<file path="config.mk">
export PLATFORM = sky130hd
export DESIGN_NAME = dual_quadrature_encoder_debounce
export DESIGN_NICKNAME = d
export VERILOG_FILES = /design/src/dqed_pkg.sv /design/src/dual_quadrature_encoder_debounce.sv /design/src/dqed_lane.sv
export SDC_FILE = /design/constraint.sdc
export NUM_CORES = 1
export LEC_CHECK = 0
export ABC_AREA = 1
export BUFFER_PORTS_ARGS = -buffer_cell sky130_fd_sc_hd__buf_2
export CELL_PAD_IN_SITES_DETAIL_PLACEMENT = 2
export CELL_PAD_IN_SITES_GLOBAL_PLACEMENT = 2
export CORE_ASPECT_RATIO = 1.25
export CORE_UTILIZATION = 35
export DETAILED_ROUTE_END_ITERATION = 10
export HOLD_SLACK_MARGIN = 0.03
export PLACE_DENSITY = 0.93
export RECOVER_POWER = 100
export SYNTH_ARGS = -nofsm -noshare
export SYNTH_HDL_FRONTEND = slang
export SYNTH_HIERARCHICAL = 1
export SYNTH_SLANG_ARGS = --single-unit
</file>
<file path="constraint.sdc">
create_clock -name i_clk -period 8.7 [get_ports i_clk]
set_input_delay 0.435 -clock i_clk [delete_from_list [all_inputs] [get_ports i_clk]]
set_output_delay 0.435 -clock i_clk [all_outputs]
set_load 0.05 [all_outputs]
</file>
<file path="src/dqed_pkg.sv">
// Shared types, constants and the Gray-code step table for the dual encoder block.
// No dependencies; used by dqed_lane and dual_quadrature_encoder_debounce.
package dqed_pkg;

    // Build constants
    localparam int unsigned ENCODER_COUNT = 2;
    localparam int unsigned LANES         = 2;
    localparam int unsigned POSITION_BITS = 32;
    localparam int unsigned OUT_POS_W     = 32;

    // Port bit positions of phase A, phase B and the push switch per encoder
    localparam int unsigned A_BIT  [LANES] = '{0, 3};
    localparam int unsigned B_BIT  [LANES] = '{1, 4};
    localparam int unsigned SW_BIT [LANES] = '{2, 5};

    // Opcodes of an input item
    localparam logic OP_INIT   = 1'b0;
    localparam logic OP_SAMPLE = 1'b1;

    // Step codes, 2-bit signed
    localparam logic signed [1:0] STEP_NONE = 2'sb00;
    localparam logic signed [1:0] STEP_CW   = 2'sb01;
    localparam logic signed [1:0] STEP_CCW  = 2'sb11;

    // Switch event codes
    localparam logic [1:0] EDGE_NONE    = 2'd0;
    localparam logic [1:0] EDGE_PRESS   = 2'd1;
    localparam logic [1:0] EDGE_RELEASE = 2'd2;

    // Configuration register indexes and reset values
    localparam logic       CFG_DEBOUNCE   = 1'b0;
    localparam logic       CFG_DETENT     = 1'b1;
    localparam logic [7:0] DEBOUNCE_RESET = 8'd35;
    localparam logic [3:0] DETENT_RESET   = 4'd4;

    typedef struct packed {
        logic [7:0] debounce;
        logic [3:0] detent;
    } t_cfg;

    typedef struct packed {
        logic        opcode;
        logic [1:0]  pair;
        logic        raw;
        logic [31:0] now;
    } t_lane_in;

    typedef struct packed {
        logic [OUT_POS_W-1:0] position;
        logic signed [1:0]    step;
        logic                 down;
        logic [1:0]           edge_code;
    } t_lane_out;

    // Quadrature transition table: previous pair in the upper bits
    function automatic logic signed [1:0] gray_delta(input logic [1:0] prev,
                                                     input logic [1:0] cur);
        logic [3:0] key;
        key = {prev, cur};
        case (key)
            4'b0001, 4'b0111, 4'b1110, 4'b1000: gray_delta = STEP_CW;
            4'b0010, 4'b1011, 4'b1101, 4'b0100: gray_delta = STEP_CCW;
            default:                            gray_delta = STEP_NONE;
        endcase
    endfunction

endpackage

</file>
<file path="src/dual_quadrature_encoder_debounce.sv">
// Dual rotary encoder decoder with push-switch debounce, top level.
// Depends on dqed_pkg and dqed_lane.
//
// Usage: each input item is one sample of the 8-bit port (tdata[7:0]) with its
// millisecond timestamp (tdata[39:8]); tuser is the opcode, 0 for an initial
// sample that loads phases and switch levels silently, 1 for a normal sample.
// Every input item yields exactly one result item with both detent positions,
// detent steps, debounced switch states and switch events.
// An accepted item lands in the input register, and once the result register is
// free or being read, the lane logic moves it into the result register. One item
// is accepted per cycle while the result side does not stall; the lane state is
// updated in the same cycle as the result register is loaded.
// The configuration port is always ready: index 0 is the debounce time in ms,
// index 1 the detent sub-step count. Write it only while the block is idle.
// Reset (synchronous, active low) clears both pipeline registers, sets the
// debounce time to 35 ms and the detent count to 4, zeroes positions and
// accumulators and puts both switches at the released level.
// When the receiver stalls, the result is held; the input register still
// takes one more item, after which input ready drops until the result leaves.
module dual_quadrature_encoder_debounce (
    input  logic        i_clk,
    input  logic        i_rst_n,
    // Input items
    input  logic        i_s_axis_tvalid,
    output logic        o_s_axis_tready,
    input  logic [39:0] i_s_axis_tdata,  // [7:0] port_sample, [39:8] now_ms
    input  logic        i_s_axis_tuser,  // [0] opcode
    // Result items
    output logic        o_m_axis_tvalid,
    input  logic        i_m_axis_tready,
    // [31:0] position_one, [63:32] position_two, [65:64] step_one,
    // [67:66] step_two, [68] button_one_down, [69] button_two_down,
    // [71:70] button_one_edge, [73:72] button_two_edge, [79:74] zero
    output logic [79:0] o_m_axis_tdata,
    // Configuration writes
    input  logic        i_cfg_valid,
    output logic        o_cfg_ready,
    input  logic        i_cfg_index,
    input  logic [7:0]  i_cfg_data
);
    import dqed_pkg::*;

    logic        r_in_valid;
    logic        r_in_opcode;
    logic [7:0]  r_in_port;
    logic [31:0] r_in_now;
    logic        r_out_valid;
    logic [79:0] r_out_data, n_out_data;
    t_cfg        r_cfg;

    logic        in_accept;
    logic        advance;
    t_lane_out   lane_res [LANES];

    assign advance         = r_in_valid && (!r_out_valid || i_m_axis_tready);
    assign o_s_axis_tready = !r_in_valid || advance;
    assign in_accept       = i_s_axis_tvalid && o_s_axis_tready;
    assign o_cfg_ready     = 1'b1;

    // Configuration registers
    always_ff @(posedge i_clk) begin
        if (!i_rst_n) begin
            r_cfg.debounce <= DEBOUNCE_RESET;
            r_cfg.detent   <= DETENT_RESET;
        end else if (i_cfg_valid) begin
            case (i_cfg_index)
                CFG_DEBOUNCE: r_cfg.debounce <= i_cfg_data;
                CFG_DETENT:   r_cfg.detent   <= i_cfg_data[3:0];
                default: ;
            endcase
        end
    end

    // Input register
    always_ff @(posedge i_clk) begin
        if (!i_rst_n) begin
            r_in_valid <= 1'b0;
        end else if (in_accept) begin
            r_in_valid <= 1'b1;
        end else if (advance) begin
            r_in_valid <= 1'b0;
        end
    end

    always_ff @(posedge i_clk) begin
        if (in_accept) begin
            r_in_opcode <= i_s_axis_tuser;
            r_in_port   <= i_s_axis_tdata[7:0];
            r_in_now    <= i_s_axis_tdata[39:8];
        end
    end

    // Encoder lanes
    for (genvar g = 0; g < LANES; g++) begin : g_lane
        if (g < ENCODER_COUNT) begin : g_on
            t_lane_in lane_in;
            assign lane_in.opcode = r_in_opcode;
            assign lane_in.pair   = {r_in_port[B_BIT[g]], r_in_port[A_BIT[g]]};
            assign lane_in.raw    = r_in_port[SW_BIT[g]];
            assign lane_in.now    = r_in_now;
            dqed_lane u_lane (
                .i_clk   (i_clk),
                .i_rst_n (i_rst_n),
                .i_adv   (advance),
                .i_cfg   (r_cfg),
                .i_item  (lane_in),
                .o_res   (lane_res[g])
            );
        end else begin : g_off
            assign lane_res[g] = '0;
        end
    end

    // Result packing
    always_comb begin
        n_out_data = '0;
        n_out_data[31:0]  = lane_res[0].position;
        n_out_data[63:32] = lane_res[1].position;
        n_out_data[65:64] = lane_res[0].step;
        n_out_data[67:66] = lane_res[1].step;
        n_out_data[68]    = lane_res[0].down;
        n_out_data[69]    = lane_res[1].down;
        n_out_data[71:70] = lane_res[0].edge_code;
        n_out_data[73:72] = lane_res[1].edge_code;
    end

    // Result register
    always_ff @(posedge i_clk) begin
        if (!i_rst_n) begin
            r_out_valid <= 1'b0;
        end else if (advance) begin
            r_out_valid <= 1'b1;
        end else if (i_m_axis_tready) begin
            r_out_valid <= 1'b0;
        end
    end

    always_ff @(posedge i_clk) begin
        if (advance) begin
            r_out_data <= n_out_data;
        end
    end

    assign o_m_axis_tvalid = r_out_valid;
    assign o_m_axis_tdata  = r_out_data;

`ifndef ASSERT_OFF
    // A processed item always lands in the result register.
    a_adv_fills_out: assert property (@(posedge i_clk) disable iff (!i_rst_n)
        advance |=> r_out_valid)
        else $error("processed item did not reach the result register");

    // A pending input item is never dropped while the output is stalled.
    a_in_held: assert property (@(posedge i_clk) disable iff (!i_rst_n)
        (r_in_valid && !advance) |=> r_in_valid)
        else $error("pending input item was lost");

    // Step and event codes stay within their meaningful values.
    a_codes: assert property (@(posedge i_clk) disable iff (!i_rst_n)
        o_m_axis_tvalid |-> (o_m_axis_tdata[65:64] != 2'b10 &&
                             o_m_axis_tdata[67:66] != 2'b10 &&
                             o_m_axis_tdata[71:70] != 2'b11 &&
                             o_m_axis_tdata[73:72] != 2'b11))
        else $error("illegal step or switch event code");

    // A press event always comes with the switch reported down.
    a_press_down: assert property (@(posedge i_clk) disable iff (!i_rst_n)
        (o_m_axis_tvalid && o_m_axis_tdata[71:70] == EDGE_PRESS) |-> o_m_axis_tdata[68])
        else $error("press event without switch down");
`endif

endmodule

</file>
<file path="src/dqed_lane.sv">
// One encoder lane: phase decode, sub-step accumulator, detent position and
// switch debounce state. Depends on dqed_pkg.
module dqed_lane (
    input  logic               i_clk,
    input  logic               i_rst_n,
    input  logic               i_adv,
    input  dqed_pkg::t_cfg     i_cfg,
    input  dqed_pkg::t_lane_in i_item,
    output dqed_pkg::t_lane_out o_res
);
    import dqed_pkg::*;

    logic [1:0]               r_last_pair, n_last_pair;
    logic signed [4:0]        r_acc, n_acc;
    logic [POSITION_BITS-1:0] r_pos, n_pos;
    logic                     r_last_raw, n_last_raw;
    logic                     r_settled, n_settled;
    logic [31:0]              r_change, n_change;

    logic signed [1:0] delta;
    logic signed [4:0] acc_sum;
    logic signed [4:0] det_s;
    logic [31:0]       elapsed;
    logic signed [1:0] step;
    logic [1:0]        edge_code;

    // Next lane state and the result of this item
    always_comb begin
        n_last_pair = r_last_pair;
        n_acc       = r_acc;
        n_pos       = r_pos;
        n_last_raw  = r_last_raw;
        n_settled   = r_settled;
        n_change    = r_change;
        step        = STEP_NONE;
        edge_code   = EDGE_NONE;
        delta       = gray_delta(r_last_pair, i_item.pair);
        acc_sum     = r_acc + 5'(delta);
        det_s       = (i_cfg.detent == 4'd0) ? 5'sd1 : signed'({1'b0, i_cfg.detent});
        elapsed     = 32'd0;
        if (i_item.opcode == OP_INIT) begin
            n_last_pair = i_item.pair;
            n_last_raw  = i_item.raw;
            n_settled   = i_item.raw;
            n_change    = i_item.now;
        end else begin
            n_last_pair = i_item.pair;
            if (delta != STEP_NONE) begin
                n_acc = acc_sum;
                if (acc_sum >= det_s) begin
                    n_acc = 5'sd0;
                    n_pos = r_pos + POSITION_BITS'(1);
                    step  = STEP_CW;
                end else if (acc_sum <= -det_s) begin
                    n_acc = 5'sd0;
                    n_pos = r_pos - POSITION_BITS'(1);
                    step  = STEP_CCW;
                end
            end
            // A raw change restarts the hold timer
            if (i_item.raw != r_last_raw) begin
                n_last_raw = i_item.raw;
                n_change   = i_item.now;
            end
            elapsed = i_item.now - n_change;
            if (elapsed >= {24'd0, i_cfg.debounce} && i_item.raw != r_settled) begin
                n_settled = i_item.raw;
                edge_code = i_item.raw ? EDGE_RELEASE : EDGE_PRESS;
            end
        end
    end

    // Lane state advances once per processed item
    always_ff @(posedge i_clk) begin
        if (!i_rst_n) begin
            r_last_pair <= 2'd0;
            r_acc       <= 5'sd0;
            r_pos       <= '0;
            r_last_raw  <= 1'b1;
            r_settled   <= 1'b1;
            r_change    <= 32'd0;
        end else if (i_adv) begin
            r_last_pair <= n_last_pair;
            r_acc       <= n_acc;
            r_pos       <= n_pos;
            r_last_raw  <= n_last_raw;
            r_settled   <= n_settled;
            r_change    <= n_change;
        end
    end

    assign o_res.position  = OUT_POS_W'(n_pos);
    assign o_res.step      = step;
    assign o_res.down      = ~n_settled;
    assign o_res.edge_code = edge_code;

endmodule

</file>
* Yosys cells after proc, flatten, opt, wreduce, memory -nomap -nowiden
Memories as Yosys holds them, arrays and structs flattened.
Index checks and enable logic that the tools add are counted.
** Word-level totals
- Register bits after elaboration :: 273
- Latch bits :: 0
- Memory bits (writable) :: 0
- Memory bits (read-only) :: 64
- Input port bits :: 55
- Logic and storage cells :: 117
- Memories kept :: 2
** Cells by class
- Add/sub/neg operators :: 9
- Multipliers :: 0
- Divide/modulo/power cells :: 0
- $lt $le $gt $ge :: 6
- Eq/ne operators :: 6
- Shift operators :: 0
- Multiplexer cells :: 37
- Bitwise gates (word level) :: 6
- Reductions and logical operators :: 25
** Memories
- (no name shown) :: words 16, width 2, rd ports 1, clocked after memory_dff 0, wr ports 0, RTL line dqed_pkg.sv:60 : case (key)
- (no name shown) :: words 16, width 2, rd ports 1, clocked after memory_dff 0, wr ports 0, RTL line dqed_pkg.sv:60
** Operator list (count)
- $mux W32 :: 14
- $add A32 B1 Y32 const B :: 2
- $ge A32 B8 Y1 :: 2
- $sub A32 B1 Y32 const B :: 2
- $sub A32 B32 Y32 :: 2
- $mux W5 :: 4
- $reduce_and A2 Y1 :: 8
- $mux W1 :: 14
- $add A5 B2 Y5 :: 2
- $ge A5 B5 Y1 :: 2
- $le A5 B5 Y1 :: 2
- $mux W2 :: 4
- $reduce_bool A2 Y1 :: 4
- $not A1 Y1 :: 6
- $reduce_and A3 Y1 :: 2
- $reduce_or A3 Y1 :: 2
- $neg A5 Y5 :: 1
- $logic_and A1 B1 Y1 :: 4
- $logic_not A4 Y1 :: 1
- $mux W4 :: 1
- $ne A1 B1 Y1 :: 4
- $ne A2 B1 Y1 const B :: 2
- $logic_not A1 Y1 :: 2
- $logic_or A1 B1 Y1 :: 2

* Depth between registers and ports, before layout
- Word-level depth :: 9
- Mapped depth :: 34
- Mapped depth without buffers :: 31

* Cells and area by module
The synthesis kept the hierarchy.
** By module, submodules not included
- dqed_lane at g_lane[1].g_on.u_lane :: instances 1, cells an instance 1400, area each 8348.0 µm², sequential area each 1461.4 µm²
- dqed_lane at g_lane[0].g_on.u_lane :: instances 1, cells an instance 1385, area each 8155.3 µm², sequential area each 1461.4 µm²
- dual_quadrature_encoder_debounce :: instances 1, cells an instance 201, area each 4022.6 µm², sequential area each 3673.5 µm²

* Worst setup path after synthesis
Ideal clock, no wire load.
- Kind :: reg2reg
- Start point :: reg r_out_valid (netlist: o_m_axis_tvalid)
- End point :: reg g_lane[0].g_on.u_lane.r_acc[0]
- Library setup time :: 0.070 ns
- Arrival time :: 6.238 ns
- Data required time :: 8.630 ns
- Path slack :: 2.392 ns
- Cell stages (with the launch flop) :: 7
- Period minus slack after synthesis :: 6.308 ns
- Path through :: dfxtp_1 a21oi_1 clkinv_1 clkbuf_1 nor2_1 o21ai_0 a21oi_1
** On the way
- Cells in the longest elaborated chain, start to end :: 4
** Ends and longest elaborated chain
- start, declared :: RTL line dual_quadrature_encoder_debounce.sv:47 : logic r_out_valid;
- start signal, assigned :: RTL line dual_quadrature_encoder_debounce.sv:130 : r_out_valid <= 1'b0;
- start signal, assigned :: RTL line dual_quadrature_encoder_debounce.sv:132 : r_out_valid <= 1'b1;
- start signal, assigned :: RTL line dual_quadrature_encoder_debounce.sv:134 : r_out_valid <= 1'b0;
- $logic_not A1 Y1 :: RTL line dual_quadrature_encoder_debounce.sv:55 : assign advance = r_in_valid && (!r_out_valid || i_m_axis_tready);
- $logic_or A1 B1 Y1 :: RTL line dual_quadrature_encoder_debounce.sv:55
- $logic_and A1 B1 Y1 :: RTL line dual_quadrature_encoder_debounce.sv:55
- named net advance :: RTL line dual_quadrature_encoder_debounce.sv:52 : logic advance;
- $reduce_and A3 Y1 (no line)
- end signal, assigned :: RTL line dqed_lane.sv:84 : r_acc <= n_acc;
- end, declared :: RTL line dqed_lane.sv:14 : logic signed [4:0] r_acc, n_acc;
The timed path passes the listed nets, and every way through them passes these cells.
A chain may end at the register's enable or synchronous reset.

==> metrics.md <==
| Metric | Value |
|---|---|
| Run status | `finished, violations left` |
| Failing checks | `max-capacitance violations, max-slew violations` |
| Share of cells above drive strength 1 | `between 8 and 9%` |
| Mapped cell area | `between 20000 and 25000 sq um` |
| Final Critical Period | `7.17 ns` |
| Sw Ratio | `43.7%` |
| Async SR Flop Fraction | `0%` |
| Worst r2r src | `r_in_port[5]` |
| Mapped Cells | `2986` |
| Worst-path maximum fanout | `64` |
| Final setup viols | `0` |
| First-pass GRT wire length | `144000 um` |
| Drt pass-1 iters | `5` |
| Total power | `around 5.1 mW` |
| Postcts setup bufs | `0` |
| Clock sink total | `273` |
| Starting Density | `35.6%` |
| Wire per inst | `24.2 um` |
| Setup Skew | `just over 0.03 ns` |
| Largest net degree at the start of global routing | `151` |
| Vias per cell | `5.73` |
| Synth warn | `6` |
| Sequential share of power | `about 31%` |
| CP arrival | `roughly 7.5 ns` |
| Reg2Reg Depth | `27` |
| Worst-Margin Slew | `approximately 4.7 ns` |
| Core area | `57600 sq um` |
| Design area | `22800 sq um` |
| P_int | `between 2 and 3 mW` |
| Grt total ovfl | `0` |
| Post-route ant nets | `0` |
| DR iter-0 viols | `1140` |
| Fill count | `approximately 7000` |
| Fmax | `0.139 GHz` |
| I/O pin cnt | `138` |
| Period Utilization, post-route | `between 80% and 90%` |
| Final setup TNS | `0 ns` |
| Worst Hold Slack | `0.0403 ns` |
| Hold path startpoint | `i_s_axis_tdata[2]` |
| Leakage | `10.8 nW` |
| Peak supply drop | `around 150 uV` |
| Worst hold path class | `in -> reg` |
| Worst EP required | `9.03 ns` |
| Placed instance count | `3783` |
| Routability cong. | `0.919` |
| Die area | `59600 sq um` |
| CTS root buffer | `clkbuf_16` |
| Seq/Total Area, Yosys | `approximately a third` |
| Max clock buf depth | `3` |
| Total CTS buffers | `34` |
| Reg2reg end | `o_m_axis_tdata[69]` |
| PwrDens | `224 nW/um^2` |
| Synthesized area per cell | `about 6.9 sq um` |
| Reg2reg setup slack | `around 1.5 ns` |
| Maxcap violations | `6` |
| Net load switching power | `2.23 mW` |
| Placed inst area | `21700 sq um` |
| Fin cells | `3858` |
| All-Layer GR Usage | `slightly above 30%` |
| Synth-to-Final Area Change | `11.0%` |
| Setup WS pre-CTS | `between 3 and 4 ns` |
| CP Launch Type | `flop` |
| CTS H-Tree Depth | `2` |
| DIE WIDTH | `roughly 220 um` |
| Vias in the first global route | `24800` |
| CTS resizes | `0` |
| CTS tree | `done` |
| Worst hold path cell count | `1` |
| Combinational Power Share | `39.4%` |
| Slew headroom | `-214%` |
| Cell variety after synth | `62` |
| Commonest register cell after synthesis | `dfxtp_1` |
| Die Height | `~270 um` |
| Initial antenna violation count | `0` |
| Crit Path Class | `reg -> reg` |
| Worst hold endpoint | `r_in_port[2]` |
| Clock Pin Slew Worst Setup and Hold Paths | `0.07 ns` |
| Fin. max-slew vios | `330` |
| Final core occ | `39.5%` |
| Clock share of power | `29.9%` |
| Final WS setup | `1.53 ns` |
| Nets | `3237` |
| DRC violations left | `0` |
| Clock Latency Late Sink | `0.59 ns` |
| # rows | `98` |
| Critical path endpoint category | `flop` |
| Final Hold Fails | `0` |
| Via count | `between 20000 and 25000` |
| Port Buffers | `~130` |
| Routed wire length | `93300 um` |
| EDFF count, synth | `113` |
| Seq cells post-synth | `273` |
| RSZ-0062 raised after global routing | `false` |
| Dpl hpwl | `64000 um` |
## cell usage after synthesis (all sizes together) (52+ instances only)
library cell    n  area (sq um)
o21ai         251          1260
nor2          264          1110
ha             98          1230
clkbuf         66           248
a21oi         230          1160
nand3         194          1160
dfxtp         160          3200
edfxtp        113          3390
inv           551          2070
nand4          52           325
nand2         660          2640
xor2           74           663
## cell type report
cell class / instances / area [sq um] / area share, %
multi-input combinational: 2067 / 11300 / 49.6
clock buffer: 43 / 905 / 3.97
sequential: 273 / 6600 / 28.9
antenna: 2 / 5.00 / 0.0220
tap: 750 / 938 / 4.12
inverter: 556 / 2090 / 9.16
timing repair buffer: 150 / 718 / 3.15
clock inverter: 17 / 225 / 0.988
## routing by layer
metal	wire [um]	vias to the layer above	track usage, %
met2	48100	730	57.4
met1	34800	11100	32.9
met5	0	-	0
met3	4050	362	4.67
li1	-	9895	-
met4	6300	0	19.1
## cell families (layout without fill, tap and decap cells)
logic type | after synthesis | in the layout | share of synthesized area, %
fa+ha+maj | 100 | 100 | 6.17
xor+xnor | 90 | 90 | 3.91
flops | 273 | 273 | 32.1
compound gates | 605 | 605 | 16.8
simple gates | 1265 | 1265 | 28.5
other cells | 2 | 9 | 0.0366
buf+inv | 651 | 766 | 12.5
## registers in the layout (all words and copies together) (netlist names), 2 cells and up, named ones only
register and cells:
o_m_axis_tdata 74, g_lane.g_on.u_lane/r_change 64, g_lane.g_on.u_lane/r_pos 64, r_in_now 32
r_cfg 12, g_lane.g_on.u_lane/r_acc 10, r_in_port 6, g_lane.g_on.u_lane/r_last_pair 4
g_lane.g_on.u_lane/r_last_raw 2
## power by group through the flow
stage / clock network (mW) / logic [mW] / registers [mW]
floorplan: 0 / 1.26 / 1.65
finish: 1.53 / 2.01 / 1.57
global route: 1.60 / 2.18 / 1.57
global placement: 0 / 1.76 / 1.56
detailed placement: 0 / 1.91 / 1.58
CTS: 1.55 / 2.00 / 1.56
## cells in the final DEF (no fill, tap or decap), types with 6 or more instances in the layout
master,count
a221oi_1,30
nand3_1,164
clkbuf_1,105
ha_1,98
xnor2_1,16
inv_1,535
dfxtp_1,160
clkbuf_16,34
nand2_1,615
edfxtp_1,113
nand3b_1,6
dlygate4sd3_1,13
nor2_4,10
o211ai_1,42
nand2_2,39
o21a_1,12
nor2_2,14
nand2_4,6
or2_2,34
o21ai_0,245
nand4_1,52
nand3_2,25
nor3_1,30
a21oi_1,228
inv_2,17
conb_1,7
nor4_1,8
nor2_1,240
clkinv_2,7
xor2_1,72
o31ai_1,8
buf_2,34
## worst max-delay path by stage
| stage | from | to | slack, ns |
|---|---|---|---|
| global placement | r_in_port[0] | o_m_axis_tdata[27] | 3.71 |
| detailed placement | r_in_port[0] | o_m_axis_tdata[27] | 3.37 |
| finish | r_in_port[5] | o_m_axis_tdata[69] | 1.53 |
| CTS | r_in_port[0] | o_m_axis_tdata[27] | 3.21 |
| floorplan | o_m_axis_tvalid | g_lane[0].g_on.u_lane/r_acc[0] | 2.39 |
| global route | r_in_port[5] | o_m_axis_tdata[69] | 1.35 |
## critical path, cell delays in order (launching register included)
cell and delay [ns]:
edfxtp_1 0.52, inv_1 0.20, nand2_2 0.07, nand2_1 1.91, nand3_1 0.68, nand2_1 0.42, inv_1 0.08, ha_1 0.20
inv_1 0.07, nand2_1 0.16, nand3_1 0.18, nand2_2 0.15, nand2_1 0.10, nand2_1 0.16, xor2_1 0.29, ha_1 0.30
nand2_1 0.09, inv_1 0.06, nand2_1 0.06, nand3_1 0.08, nor2_2 0.18, nand4_1 0.19, nor2_1 0.13, nand3_1 0.09
nor2_1 0.17, nand4_1 0.14, nand2_1 0.10, inv_1 0.04
## timing repair
action | 4_1_cts | 5_1_grt
hold endpoints to repair | 11 | 2
hold buffers | 11 | 2
endpoints found under the setup margin | 0 | 0
Power figures use the tool's default switching activity.
